===== src/rtl/sle_pkg.sv =====
// shared types and codes for the sequential list engine
package sle_pkg;

  localparam logic [2:0] REQ_APPEND = 3'd0;
  localparam logic [2:0] REQ_MODIFY = 3'd1;
  localparam logic [2:0] REQ_REMOVE = 3'd2;
  localparam logic [2:0] REQ_READ   = 3'd3;
  localparam logic [2:0] REQ_SEARCH = 3'd4;

  localparam logic [2:0] ST_OK       = 3'd0;
  localparam logic [2:0] ST_FULL     = 3'd1;
  localparam logic [2:0] ST_EMPTY    = 3'd2;
  localparam logic [2:0] ST_BADPOS   = 3'd3;
  localparam logic [2:0] ST_NOTFOUND = 3'd4;

  localparam logic [7:0] SPACE_CHAR = 8'd32;

  typedef struct packed {
    logic [2:0] status;
    logic [7:0] read_value;
    logic [3:0] found_index;
    logic [4:0] count;
  } res_t;

endpackage


===== src/rtl/sle_out_stage.sv =====
// output register stage that decouples the engine from a stalling receiver
module sle_out_stage (
  input  logic          clk,
  input  logic          rst_n,
  input  logic          in_valid,
  output logic          in_ready,
  input  sle_pkg::res_t in_res,
  output logic          out_valid,
  input  logic          out_ready,
  output sle_pkg::res_t out_res
);

  logic          valid_r;
  sle_pkg::res_t res_r;

  assign in_ready  = !valid_r || out_ready;
  assign out_valid = valid_r;
  assign out_res   = res_r;

  always_ff @(posedge clk) begin
    if (!rst_n) begin
      valid_r <= 1'b0;
    end else if (in_ready) begin
      valid_r <= in_valid;
    end
  end

  always_ff @(posedge clk) begin
    if (in_valid && in_ready) begin
      res_r <= in_res;
    end
  end

endmodule


===== src/rtl/sequential_list_engine.sv =====
// sequential list engine: ordered byte list held in a slot memory with a fill count
//
// Input channel (in_valid/in_ready) takes one request transaction: req_type,
// position and element. Result channel (out_valid/out_ready) returns exactly one
// transaction per request: status, read_value, found_index and the count after
// the request. Requests are handled one at a time.
// Append, modify, error cases, removing the last element and unknown types go
// straight to the result state; read passes through S_READ; search reads one slot
// at a time in S_SCAN until a match or the list end; any other remove pulls each
// later slot down one place in S_SHIFT.
// The next request is taken in the cycle after a result enters the output register,
// so a new append is not taken until the previous result has entered that register.
// The slot memory has one read and one write port with a registered read, so
// search scans and remove moves one slot per cycle.
// A result waits in an output register while out_ready is low; the next request
// is taken meanwhile, and its result is held back until that register drains.
// Reset (rst_n low, synchronous) empties the list; slot contents are not cleared
// and need no clearing pass since only slots below the count are ever read.
module sequential_list_engine #(
  parameter int CAPACITY = 16
) (
  input  logic       clk,
  input  logic       rst_n,
  input  logic       in_valid,
  output logic       in_ready,
  input  logic [2:0] in_req_type,
  input  logic [3:0] in_position,
  input  logic [7:0] in_element,
  output logic       out_valid,
  input  logic       out_ready,
  output logic [2:0] out_status,
  output logic [7:0] out_read_value,
  output logic [3:0] out_found_index,
  output logic [4:0] out_count
);

  localparam int AW = (CAPACITY > 1) ? $clog2(CAPACITY) : 1;
  localparam int CW = $clog2(CAPACITY + 1);
  localparam int XW = ((CW > 4) ? CW : 4) + 1;

  typedef enum logic [2:0] {
    S_IDLE,
    S_READ,
    S_SCAN,
    S_SHIFT,
    S_EMIT
  } state_t;

  state_t        state_r, state_nxt;
  logic [CW-1:0] count_r, count_nxt;
  logic [AW-1:0] ptr_r, ptr_nxt;
  logic [7:0]    elem_r, elem_nxt;
  sle_pkg::res_t res_r, res_nxt;

  logic [7:0]    slots_r [CAPACITY];
  logic [7:0]    rd_data_r;
  logic          wr_en;
  logic [AW-1:0] wr_addr;
  logic [7:0]    wr_data;
  logic          rd_en;
  logic [AW-1:0] rd_addr;

  logic          res_valid;
  logic          res_ready;
  sle_pkg::res_t stage_in;
  sle_pkg::res_t stage_out;

  logic          is_empty;
  logic          bad_pos;
  logic [XW-1:0] pos_x;
  logic [XW-1:0] ptr_x;
  logic [XW-1:0] count_x;

  assign in_ready  = (state_r == S_IDLE);
  assign res_valid = (state_r == S_EMIT);

  assign pos_x    = XW'(in_position);
  assign ptr_x    = XW'(ptr_r);
  assign count_x  = XW'(count_r);
  assign is_empty = (count_r == '0);
  assign bad_pos  = (pos_x >= count_x);

  always_comb begin
    state_nxt = state_r;
    count_nxt = count_r;
    ptr_nxt   = ptr_r;
    elem_nxt  = elem_r;
    res_nxt   = res_r;
    wr_en     = 1'b0;
    wr_addr   = ptr_r;
    wr_data   = rd_data_r;
    rd_en     = 1'b0;
    rd_addr   = ptr_r;
    case (state_r)
      S_IDLE: begin
        if (in_valid) begin
          elem_nxt            = in_element;
          res_nxt.status      = sle_pkg::ST_OK;
          res_nxt.read_value  = 8'd0;
          res_nxt.found_index = 4'd0;
          res_nxt.count       = 5'd0;
          state_nxt           = S_EMIT;
          case (in_req_type)
            sle_pkg::REQ_APPEND: begin
              if (count_x >= XW'(CAPACITY)) begin
                res_nxt.status = sle_pkg::ST_FULL;
              end else begin
                wr_en     = 1'b1;
                wr_addr   = AW'(count_r);
                wr_data   = in_element;
                count_nxt = count_r + 1'b1;
              end
            end
            sle_pkg::REQ_MODIFY: begin
              if (is_empty) begin
                res_nxt.status = sle_pkg::ST_EMPTY;
              end else if (bad_pos) begin
                res_nxt.status = sle_pkg::ST_BADPOS;
              end else begin
                wr_en   = 1'b1;
                wr_addr = AW'(in_position);
                wr_data = in_element;
              end
            end
            sle_pkg::REQ_REMOVE: begin
              if (is_empty) begin
                res_nxt.status = sle_pkg::ST_EMPTY;
              end else if (bad_pos) begin
                res_nxt.status = sle_pkg::ST_BADPOS;
              end else if (pos_x + XW'(1) < count_x) begin
                // fetch the slot after the gap, write it down next cycle
                rd_en     = 1'b1;
                rd_addr   = AW'(in_position) + AW'(1);
                ptr_nxt   = AW'(in_position);
                state_nxt = S_SHIFT;
              end else begin
                count_nxt = count_r - 1'b1;
              end
            end
            sle_pkg::REQ_READ: begin
              if (is_empty) begin
                res_nxt.status     = sle_pkg::ST_EMPTY;
                res_nxt.read_value = sle_pkg::SPACE_CHAR;
              end else if (bad_pos) begin
                res_nxt.status     = sle_pkg::ST_BADPOS;
                res_nxt.read_value = sle_pkg::SPACE_CHAR;
              end else begin
                rd_en     = 1'b1;
                rd_addr   = AW'(in_position);
                state_nxt = S_READ;
              end
            end
            sle_pkg::REQ_SEARCH: begin
              if (is_empty) begin
                res_nxt.status = sle_pkg::ST_EMPTY;
              end else begin
                rd_en     = 1'b1;
                rd_addr   = '0;
                ptr_nxt   = '0;
                state_nxt = S_SCAN;
              end
            end
            default: begin
              res_nxt.status = sle_pkg::ST_OK;
            end
          endcase
        end
      end
      S_READ: begin
        res_nxt.read_value = rd_data_r;
        state_nxt          = S_EMIT;
      end
      S_SCAN: begin
        if (rd_data_r == elem_r) begin
          res_nxt.found_index = 4'(ptr_r);
          state_nxt           = S_EMIT;
        end else if (ptr_x + XW'(1) < count_x) begin
          rd_en   = 1'b1;
          rd_addr = ptr_r + AW'(1);
          ptr_nxt = ptr_r + AW'(1);
        end else begin
          res_nxt.status = sle_pkg::ST_NOTFOUND;
          state_nxt      = S_EMIT;
        end
      end
      S_SHIFT: begin
        // rd_data_r holds slot ptr+1
        wr_en   = 1'b1;
        wr_addr = ptr_r;
        wr_data = rd_data_r;
        if (ptr_x + XW'(2) < count_x) begin
          rd_en   = 1'b1;
          rd_addr = ptr_r + AW'(2);
          ptr_nxt = ptr_r + AW'(1);
        end else begin
          count_nxt = count_r - 1'b1;
          state_nxt = S_EMIT;
        end
      end
      S_EMIT: begin
        if (res_ready) begin
          state_nxt = S_IDLE;
        end
      end
      default: begin
        state_nxt = S_IDLE;
      end
    endcase
  end

  always_ff @(posedge clk) begin
    if (!rst_n) begin
      state_r <= S_IDLE;
      count_r <= '0;
    end else begin
      state_r <= state_nxt;
      count_r <= count_nxt;
    end
  end

  always_ff @(posedge clk) begin
    ptr_r  <= ptr_nxt;
    elem_r <= elem_nxt;
    res_r  <= res_nxt;
  end

  // slot memory: one write and one registered read per cycle
  always_ff @(posedge clk) begin
    if (wr_en) begin
      slots_r[wr_addr] <= wr_data;
    end
    if (rd_en) begin
      rd_data_r <= slots_r[rd_addr];
    end
  end

  always_comb begin
    stage_in       = res_r;
    stage_in.count = 5'(count_r);
  end

  sle_out_stage u_out_stage (
    .clk       (clk),
    .rst_n     (rst_n),
    .in_valid  (res_valid),
    .in_ready  (res_ready),
    .in_res    (stage_in),
    .out_valid (out_valid),
    .out_ready (out_ready),
    .out_res   (stage_out)
  );

  assign out_status      = stage_out.status;
  assign out_read_value  = stage_out.read_value;
  assign out_found_index = stage_out.found_index;
  assign out_count       = stage_out.count;

  a_count_bound: assert property (@(posedge clk) disable iff (!rst_n)
    count_x <= XW'(CAPACITY))
    else $error("fill count above capacity");

  a_count_step: assert property (@(posedge clk) disable iff (!rst_n)
    (count_r == $past(count_r)) || (count_r == $past(count_r) + 1'b1) ||
    (count_r == $past(count_r) - 1'b1))
    else $error("fill count moved by more than one");

  a_scan_range: assert property (@(posedge clk) disable iff (!rst_n)
    (state_r == S_SCAN) |-> (ptr_x < count_x))
    else $error("search pointer beyond list end");

  a_shift_range: assert property (@(posedge clk) disable iff (!rst_n)
    (state_r == S_SHIFT) |-> (ptr_x + XW'(1) < count_x))
    else $error("remove shift beyond list end");

  a_no_write_scan: assert property (@(posedge clk) disable iff (!rst_n)
    ((state_r == S_SCAN) || (state_r == S_READ) || (state_r == S_EMIT)) |-> !wr_en)
    else $error("slot write outside append, modify or remove");

endmodule


===== config.mk =====
export PLATFORM = sky130hd
export DESIGN_NAME = sequential_list_engine
export DESIGN_NICKNAME = d
export VERILOG_FILES = /design/src/rtl/sle_pkg.sv /design/src/rtl/sle_out_stage.sv /design/src/rtl/sequential_list_engine.sv
export SDC_FILE = /design/constraint.sdc
export NUM_CORES = 1
export LEC_CHECK = 0
export BUFFER_PORTS_ARGS = -buffer_cell sky130_fd_sc_hd__buf_2
export CORE_ASPECT_RATIO = 1.25
export CORE_UTILIZATION = 50
export DETAILED_ROUTE_END_ITERATION = 12
export PLACE_DENSITY = 0.71
export SLEW_MARGIN = 25
export SYNTH_ARGS = -nofsm -noshare
export SYNTH_HDL_FRONTEND = slang
export SYNTH_SLANG_ARGS = --single-unit

===== constraint.sdc =====
create_clock -name clk -period 4.41 [get_ports clk]
set_input_delay 0 -clock clk [delete_from_list [all_inputs] [get_ports clk]]
set_output_delay 0 -clock clk [all_outputs]
set_load 0.1 [all_outputs]

Word-level counts from Yosys, hierarchy flattened
Memories as Yosys holds them, arrays and structs flattened. A register that Yosys moved wholly into a read port is not among the register bits.
Index checks and enable logic that the tools add are counted.
{ "classes": {"muxes": 82, "n_lt_le_gt_ge": 5, "n_reduce_logical": 18, "n_eq_ne": 24, "add_sub_neg": 8} }
{ "op_table": {"columns": ["cell", "n"], "rows": [
  ["2-to-1 mux 4 bit", 19],
  ["2-to-1 mux 8 bit", 6],
  ["2-to-1 mux 3 bit", 12],
  ["one-hot mux 4 bit (3 select lines)", 3],
  ["one-hot mux 8 bit (2 select lines)", 2],
  ["2-to-1 mux 5 bit", 6],
  ["one-hot mux 4 bit (2 select lines)", 3],
  ["2-to-1 mux 10 bit", 2],
  ["2-to-1 mux 20 bit", 1],
  ["one-hot mux 5 bit (2 select lines)", 2],
  ["!= test 3 bit (second input constant)", 6],
  ["< comparator 5 bit", 3],
  ["2-to-1 mux 1 bit", 15],
  ["one-hot mux 3 bit (5 select lines)", 1],
  ["!= test 2 bit (second input constant)", 7],
  ["== test 3 x 2 -> 1 bit (second input constant)", 4],
  ["one-hot mux 3 bit (4 select lines)", 1],
  ["adder 4 x 1 -> 5 bit (second input constant)", 2],
  ["one-hot mux 3 bit (3 select lines)", 1],
  ["adder 4 x 1 -> 4 bit (second input constant)", 2],
  ["== test 8 bit", 1],
  ["AND reduction 4 bit", 2],
  ["AND reduction 8 bit", 1],
  ["AND reduction 7 bit", 1],
  ["other kinds (23)", 34]
]} }
{ "word_totals": {"word_cells": 150, "ramBits": 128, "mem_count": 1, "regBits": 56, "out_inout_bits": 22, "input_bits": 19} }
{ "memory_table": {"columns": ["name", "depth", "width", "rd", "rd_clocked_by_memory_dff", "wr", "line_no", "text"], "rows": [
  ["slots_r", 16, 8, 1, 1, 1, "sequential_list_engine.sv:55", "logic [7:0] slots_r [CAPACITY];"]
]} }

Logic depth before layout (Yosys ltp)
{ "depth": {"depth_word": 8, "mapped_depth": 15, "depth_no_buf": 13} }

Cells and area by module
From an unflattened synthesis, not the netlist that was laid out.
{ "unflattened": {"hier_cells": 743, "area_unflattened_um2": 9080.0} }
{ "by_module_without_submodules": {"columns": ["module", "cells_per_inst", "area_per_inst_um2", "seq_area_each_um2", "n_inst"], "rows": [
  ["sequential_list_engine", 718, 8421.8, 5054.8, 1],
  ["sle_out_stage", 25, 658.1, 620.6, 1]
]} }

Worst setup path after synthesis
Ideal clock, no wire load.
{ "synth_path": {"kind": "reg-to-reg", "from": "register state_r[1]", "to": "memory slots_r[4][0], enable pin", "path_stages_with_launch": 12, "period_less_slack_ns": 3.596, "path_buffers": 0, "required_time_ns": 4.025, "setup_ns": 0.385, "t_arrival_ns": 3.211, "path_slack_ns": 0.814, "path_cell_list": "dfxtp_1 -> or3_4 -> inv_2 -> nand2_2 -> inv_2 -> nand2_1 -> nor3_1 -> a21oi_1 -> o22ai_1 -> a21oi_1 -> or3_1 -> nor3b_1"} }
{ "synth_via": {"elab_chain_len": 4, "elab_cells_between_ends": 6, "classes_between": "eq/ne: 1; mux: 4; reduce/logical: 1"} }
{ "synth_rtl": {"columns": ["item", "line_no", "text"], "rows": [
  ["from (decl)", "sequential_list_engine.sv:49", "state_t state_r, state_nxt;"],
  ["from (signal assigned)", "sequential_list_engine.sv:216", "state_r <= state_nxt;"],
  ["logical NOT 3 bit *", null, null],
  ["net in_ready", "sequential_list_engine.sv:25", "output logic in_ready,"],
  ["one-hot mux 1 bit (2 select lines)", "sequential_list_engine.sv:94", "case (state_r)"],
  ["2-to-1 mux 1 bit", "sequential_list_engine.sv:229", "if (wr_en) begin"],
  ["2-to-1 mux 1 bit (implied by the code)", "sequential_list_engine.sv:230", "slots_r[wr_addr] <= wr_data;"],
  ["to (decl)", "sequential_list_engine.sv:55", null]
]} }
Mark *: on every way through the listed nets, which the timed path passes. The rest lies on a longest branch.

Worst setup path in the final report
{ "layout_path": {"from": "register count_r[2]", "to": "memory slots_r[2][3], enable pin"} }
{ "layout_via": {"elab_chain_len": 8, "elab_cells_between_ends": 17, "classes_between": "order compare: 2; mux: 14; reduce/logical: 1"} }
{ "layout_rtl": {"columns": ["item", "line_no", "text"], "rows": [
  ["from (decl)", "sequential_list_engine.sv:50", "logic [CW-1:0] count_r, count_nxt;"],
  ["from (signal assigned)", "sequential_list_engine.sv:217", "count_r <= count_nxt;"],
  [">= comparator 4 x 5 -> 1 bit", "sequential_list_engine.sv:81", "assign bad_pos = (pos_x >= count_x);"],
  ["2-to-1 mux 1 bit", "sequential_list_engine.sv:117", "end else if (bad_pos) begin"],
  ["2-to-1 mux 1 bit", null, null],
  ["one-hot mux 1 bit (2 select lines)", "sequential_list_engine.sv:103", "case (in_req_type)"],
  ["2-to-1 mux 1 bit", "sequential_list_engine.sv:96", "if (in_valid) begin"],
  ["one-hot mux 1 bit (2 select lines)", "sequential_list_engine.sv:94", null],
  ["2-to-1 mux 1 bit", "sequential_list_engine.sv:229", null],
  ["2-to-1 mux 1 bit (implied by the code)", "sequential_list_engine.sv:230", null]
]} }
Several ways; a longest one is shown, not always the timed one.

==> impl.org <==
** Yosys
- The synthesized design contains approximately 190 register bits.
- In this run, synthesis inferred 183 flip-flops with an integrated enable.
- In this run the cell area of the synthesized design comes to 9000 um^2.
- The Yosys step of the flow raised 0 warnings.
- For this run, the leading register cell type out of synthesis is sky130_fd_sc_hd__edfxtp_1.
- Proportion of synthesized chip area in sequential cells :: 63.1%
- In the synthesized netlist the async set-or-reset flop fraction comes to 0%.
- The synthesized netlist contains 70 unique library cells.
- Synthesized Nets :: 647
- In the synthesized netlist, the number of instances is 605.
- Avg Cell Area, Syn :: 14.9 um^2

** STA
- Worst Tran Pin Value :: 0.900 ns
- Total setup violations reported at the end of the flow :: 0
- Final Slew Violations :: 0
- Once routing completed, OpenROAD measured the worst setup slack at between 0.2 and 0.3 ns.
- Setup clock skew after layout :: 0.0106 ns
- Setup repair after global routing could not meet its margin everywhere.
- Share of the clock period used by the worst path after layout :: 93.9%
- Headroom to the max-slew limit came out at 40.0%.
- Timing would allow up to 0.242 GHz.
- The final hold violation count came to 0.
- Period minus WS final :: 4.14 ns

** Floorplan
- Number of top-level design ports :: 41
- The floorplan step defined a die boundary enclosing 18500 um^2.
- Effective utilization at floorplan :: roughly half
- Core area :: 17600 um^2
- Die Y-Extent :: 152 um
- The floorplan step set the die width to 122 um.
- Std cell rows :: 54

** Routing
- Summed over all layers, the routed wires come to 21000 um.
- The first routing iteration left 515 violations.
- The routed layout has around 5500 vias.
- DRC violations left :: 0
- Initial DRT Pass Iterations :: 5
- In the routed layout, each cell is associated on average with a via count of 6.04.
- Final routed wire length divided by cell count :: 23.0 um
- Detail Route Antenna Nets :: 0

** CTS
- TritonCTS buffer count :: 17
- Clock tree synthesis selected as its root buffer the cell sky130_fd_sc_hd__clkbuf_16.
- Clock tree from TritonCTS :: yes
- CTS H-tree lvls :: 4
- In this run the post-CTS setup repair buffer count came out at 0.
- Clock-pin slew was measured on the worst setup and hold paths at 0.07 ns.
- Number of sinks handled by clock tree synthesis :: between 150 and 200
- Maximum clock insertion buffer count :: 2
- Later-pin clock latency in the skew report :: 0.44 ns

** Finish
- Number of fill cells in the layout :: between 1000 and 1500
- Area grow syn2layout :: 14.9%
- Total non-filler cell area in the finished layout :: ~10000 um^2
- In the final design database the tool counted 720 nets.
- Final Instance Count excl. Fillers :: between 900 and 1000
- The post-route netlist has between 20% and 30% of its cells at a drive strength greater than 1.
- The number of antenna diodes in the final layout is 0.

** Placement
- Timing analysis after detailed placement gives a worst setup slack of 0.212 ns.
- Placement Cell Area :: 9570 um^2
- During placement, the flow inserted port buffers numbering 40.
- After detailed placement, the design holds a cell count of 870.
- Final HPWL DP :: 14900 um
- At the end of routability-driven placement, the weighted congestion stood at 0.988.

** Min path
- Number of cells on the worst hold path :: 2
- Worst Hold End :: ptr_r[0]$_DFFE_PP_
- In this run the worst hold path is classified as input port to flop.
- In this run the most critical hold path is launched from in_position[0].

** Power and ir drop
- Power density over cell area :: 424 nW/um^2
- IR analysis of the VDD net gives a maximum drop of approximately 0.26 mV.
- Leak :: 0.00366 uW

** Setup path
- Peak fanout along the critical path :: 12
- The startpoint identified for the worst register-to-register timing path is count_r[2]$_SDFFE_PN0P_.
- Crit. End Element :: flop
- In this run the register-to-register setup slack is 0.27 ns.
- The worst register-to-register path ends at slots_r[2][3]$_DFFE_PP_.
- At the worst endpoint, the required time is 4.48 ns.
- The most critical setup path has its startpoint at count_r[2]$_SDFFE_PN0P_.
- STA classifies the critical path startpoint as a flop.
- The worst setup path is of the flop to flop kind.
- Number of cells on the worst reg-to-reg path :: 10
- Data arrival time at the worst-slack endpoint :: 4.21 ns

** GRT
- The number of global-route vias before repair is 5795.
- Global-route wire length before repair :: 32400 um
- After global routing the overflow that remains totals 0.
- Global routing consumed, over all layers together, 23.9% of the routing resources.
- Entering global routing, the biggest net connects 33 pins.
- Number of antenna violations at the first check in global routing :: 0

** Run status
- Status :: completed

** Job
- Across the run, the number of max-cap violations was 0.
## cells in the final DEF (no fill, tap or decap), types with 6 or more instances in the layout
cell,count
sky130_fd_sc_hd__edfxtp_1,183
sky130_fd_sc_hd__nand2_1,44
sky130_fd_sc_hd__buf_2,40
sky130_fd_sc_hd__nor2_1,37
sky130_fd_sc_hd__a21oi_1,27
sky130_fd_sc_hd__o21ai_0,27
sky130_fd_sc_hd__mux2i_1,27
sky130_fd_sc_hd__ha_1,23
sky130_fd_sc_hd__buf_4,22
sky130_fd_sc_hd__mux4_1,18
sky130_fd_sc_hd__and2_1,17
sky130_fd_sc_hd__clkbuf_16,17
sky130_fd_sc_hd__inv_1,14
sky130_fd_sc_hd__mux4_2,14
sky130_fd_sc_hd__dlygate4sd3_1,13
sky130_fd_sc_hd__xor2_1,12
sky130_fd_sc_hd__nor3_1,10
sky130_fd_sc_hd__a31oi_1,9
sky130_fd_sc_hd__dfxtp_1,9
sky130_fd_sc_hd__mux2_2,8
sky130_fd_sc_hd__nand3_1,7
sky130_fd_sc_hd__and3_1,6
sky130_fd_sc_hd__nor2b_1,6
## stage by stage
stage               hold slack, ns  power, uW  setup TNS [ns]  util [%]
CTS                         0.0152       4400               0      58.8
detailed placement           0.197       2810               0      54.5
floorplan                   0.0989       2620               0         -
global placement             0.195       2790               0      54.5
global route                0.0449       4530           -1.04      58.9
finish                      0.0397       4380               0      58.9
## worst max-delay path: stages (launching register included)
cell,delay [ns]
sky130_fd_sc_hd__dfxtp_1,0.49
sky130_fd_sc_hd__inv_1,0.18
sky130_fd_sc_hd__ha_1,0.34
sky130_fd_sc_hd__a21o_1,0.16
sky130_fd_sc_hd__a31oi_1,0.14
sky130_fd_sc_hd__o31a_1,0.43
sky130_fd_sc_hd__buf_4,0.27
sky130_fd_sc_hd__mux2_2,0.35
sky130_fd_sc_hd__a221oi_1,0.52
sky130_fd_sc_hd__nand2b_1,0.22
sky130_fd_sc_hd__nor2_1,0.67
## registers in the layout, summed over array words and instances, names as in the netlist
register and count:
elem_r 8, rd_data_r 8, state_r 3, res_r 15
u_out_stage.out_valid 1, slots_r 128, count_r 5, ptr_r 4
u_out_stage.out_res 20
## cell type report
class / instances / area (um^2) / share of cell area [%]
clock buffer: 17 / 425 / 4.11
clock inverter: 15 / 210 / 2.03
inverter: 17 / 63.8 / 0.617
multi-input combinational: 372 / 3130 / 30.3
sequential: 192 / 5680 / 54.9
tap: 224 / 280 / 2.71
timing repair buffer: 78 / 556 / 5.37
## worst max-delay path by stage
| stage | to | depth (start not counted) |
|---|---|---|
| after floorplan | slots_r[4][0]$_DFFE_PP_ | 11 |
| after global placement | slots_r[1][7]$_DFFE_PP_ | 10 |
| after detailed placement | slots_r[3][5]$_DFFE_PP_ | 10 |
| after CTS | slots_r[3][3]$_DFFE_PP_ | 10 |
| after global routing | slots_r[2][2]$_DFFE_PP_ | 10 |
| final | slots_r[2][3]$_DFFE_PP_ | 10 |
## logic make-up (layout without fill, tap and decap cells)
kind of cell,count (synthesis),after routing,share of synthesized area (%)
AO/OA/AOI/OAI,103,103,7.41
XOR/XNOR,17,17,1.65
adder cells (fa/ha/maj),23,23,3.20
buffers and inverters,41,127,2.20
flip-flops,192,192,63.1
multiplexers,67,67,12.8
AND/OR/NAND/NOR,162,162,9.72
## Yosys cell counts (4+ instances only)
cell / instances / area, um^2
sky130_fd_sc_hd__edfxtp_1: 183 / 5500
sky130_fd_sc_hd__nand2_1: 44 / 165
sky130_fd_sc_hd__nor2_1: 38 / 143
sky130_fd_sc_hd__a21oi_1: 27 / 135
sky130_fd_sc_hd__mux2i_1: 27 / 270
sky130_fd_sc_hd__o21ai_0: 27 / 135
sky130_fd_sc_hd__ha_1: 23 / 288
sky130_fd_sc_hd__mux4_1: 18 / 473
sky130_fd_sc_hd__and2_1: 17 / 106
sky130_fd_sc_hd__inv_1: 14 / 52.6
sky130_fd_sc_hd__mux4_2: 14 / 315
sky130_fd_sc_hd__xor2_1: 12 / 105
sky130_fd_sc_hd__nor3_1: 10 / 50.1
sky130_fd_sc_hd__a31oi_1: 9 / 56.3
sky130_fd_sc_hd__clkbuf_1: 9 / 33.8
sky130_fd_sc_hd__dfxtp_1: 9 / 180
sky130_fd_sc_hd__buf_2: 8 / 40.0
sky130_fd_sc_hd__mux2_2: 8 / 90.1
sky130_fd_sc_hd__nand3_1: 7 / 35.0
sky130_fd_sc_hd__and3_1: 6 / 37.5
sky130_fd_sc_hd__nor2b_1: 6 / 37.5
sky130_fd_sc_hd__a21o_1: 5 / 37.5
sky130_fd_sc_hd__nand2b_1: 5 / 31.3
sky130_fd_sc_hd__or3_1: 5 / 31.3
sky130_fd_sc_hd__xnor2_1: 5 / 43.8
sky130_fd_sc_hd__a32oi_1: 4 / 35.0
## report_power, final
group          internal (uW)  switching, uW
registers               2040           23.1
clock network            832            773
logic                    268            447
total                   3140           1240
## per-layer routing
metal | routed length [um] | global-route usage, % | vias up
met4 | 900 | 13.2 | 0
met3 | 854 | 3.42 | 54
met5 | 0 | 0 | -
met1 | 8090 | 27.7 | 2765
met2 | 11200 | 41.9 | 195
li1 | - | - | 2515
## repair_timing
action                                 in CTS  in global routing
setup endpoints to repair                   0                 32
hold buffers                               13                  0
endpoints found under the hold margin      19                  0
resized for setup                           0                  1
Note: power is estimated with default switching activity, not from simulation.
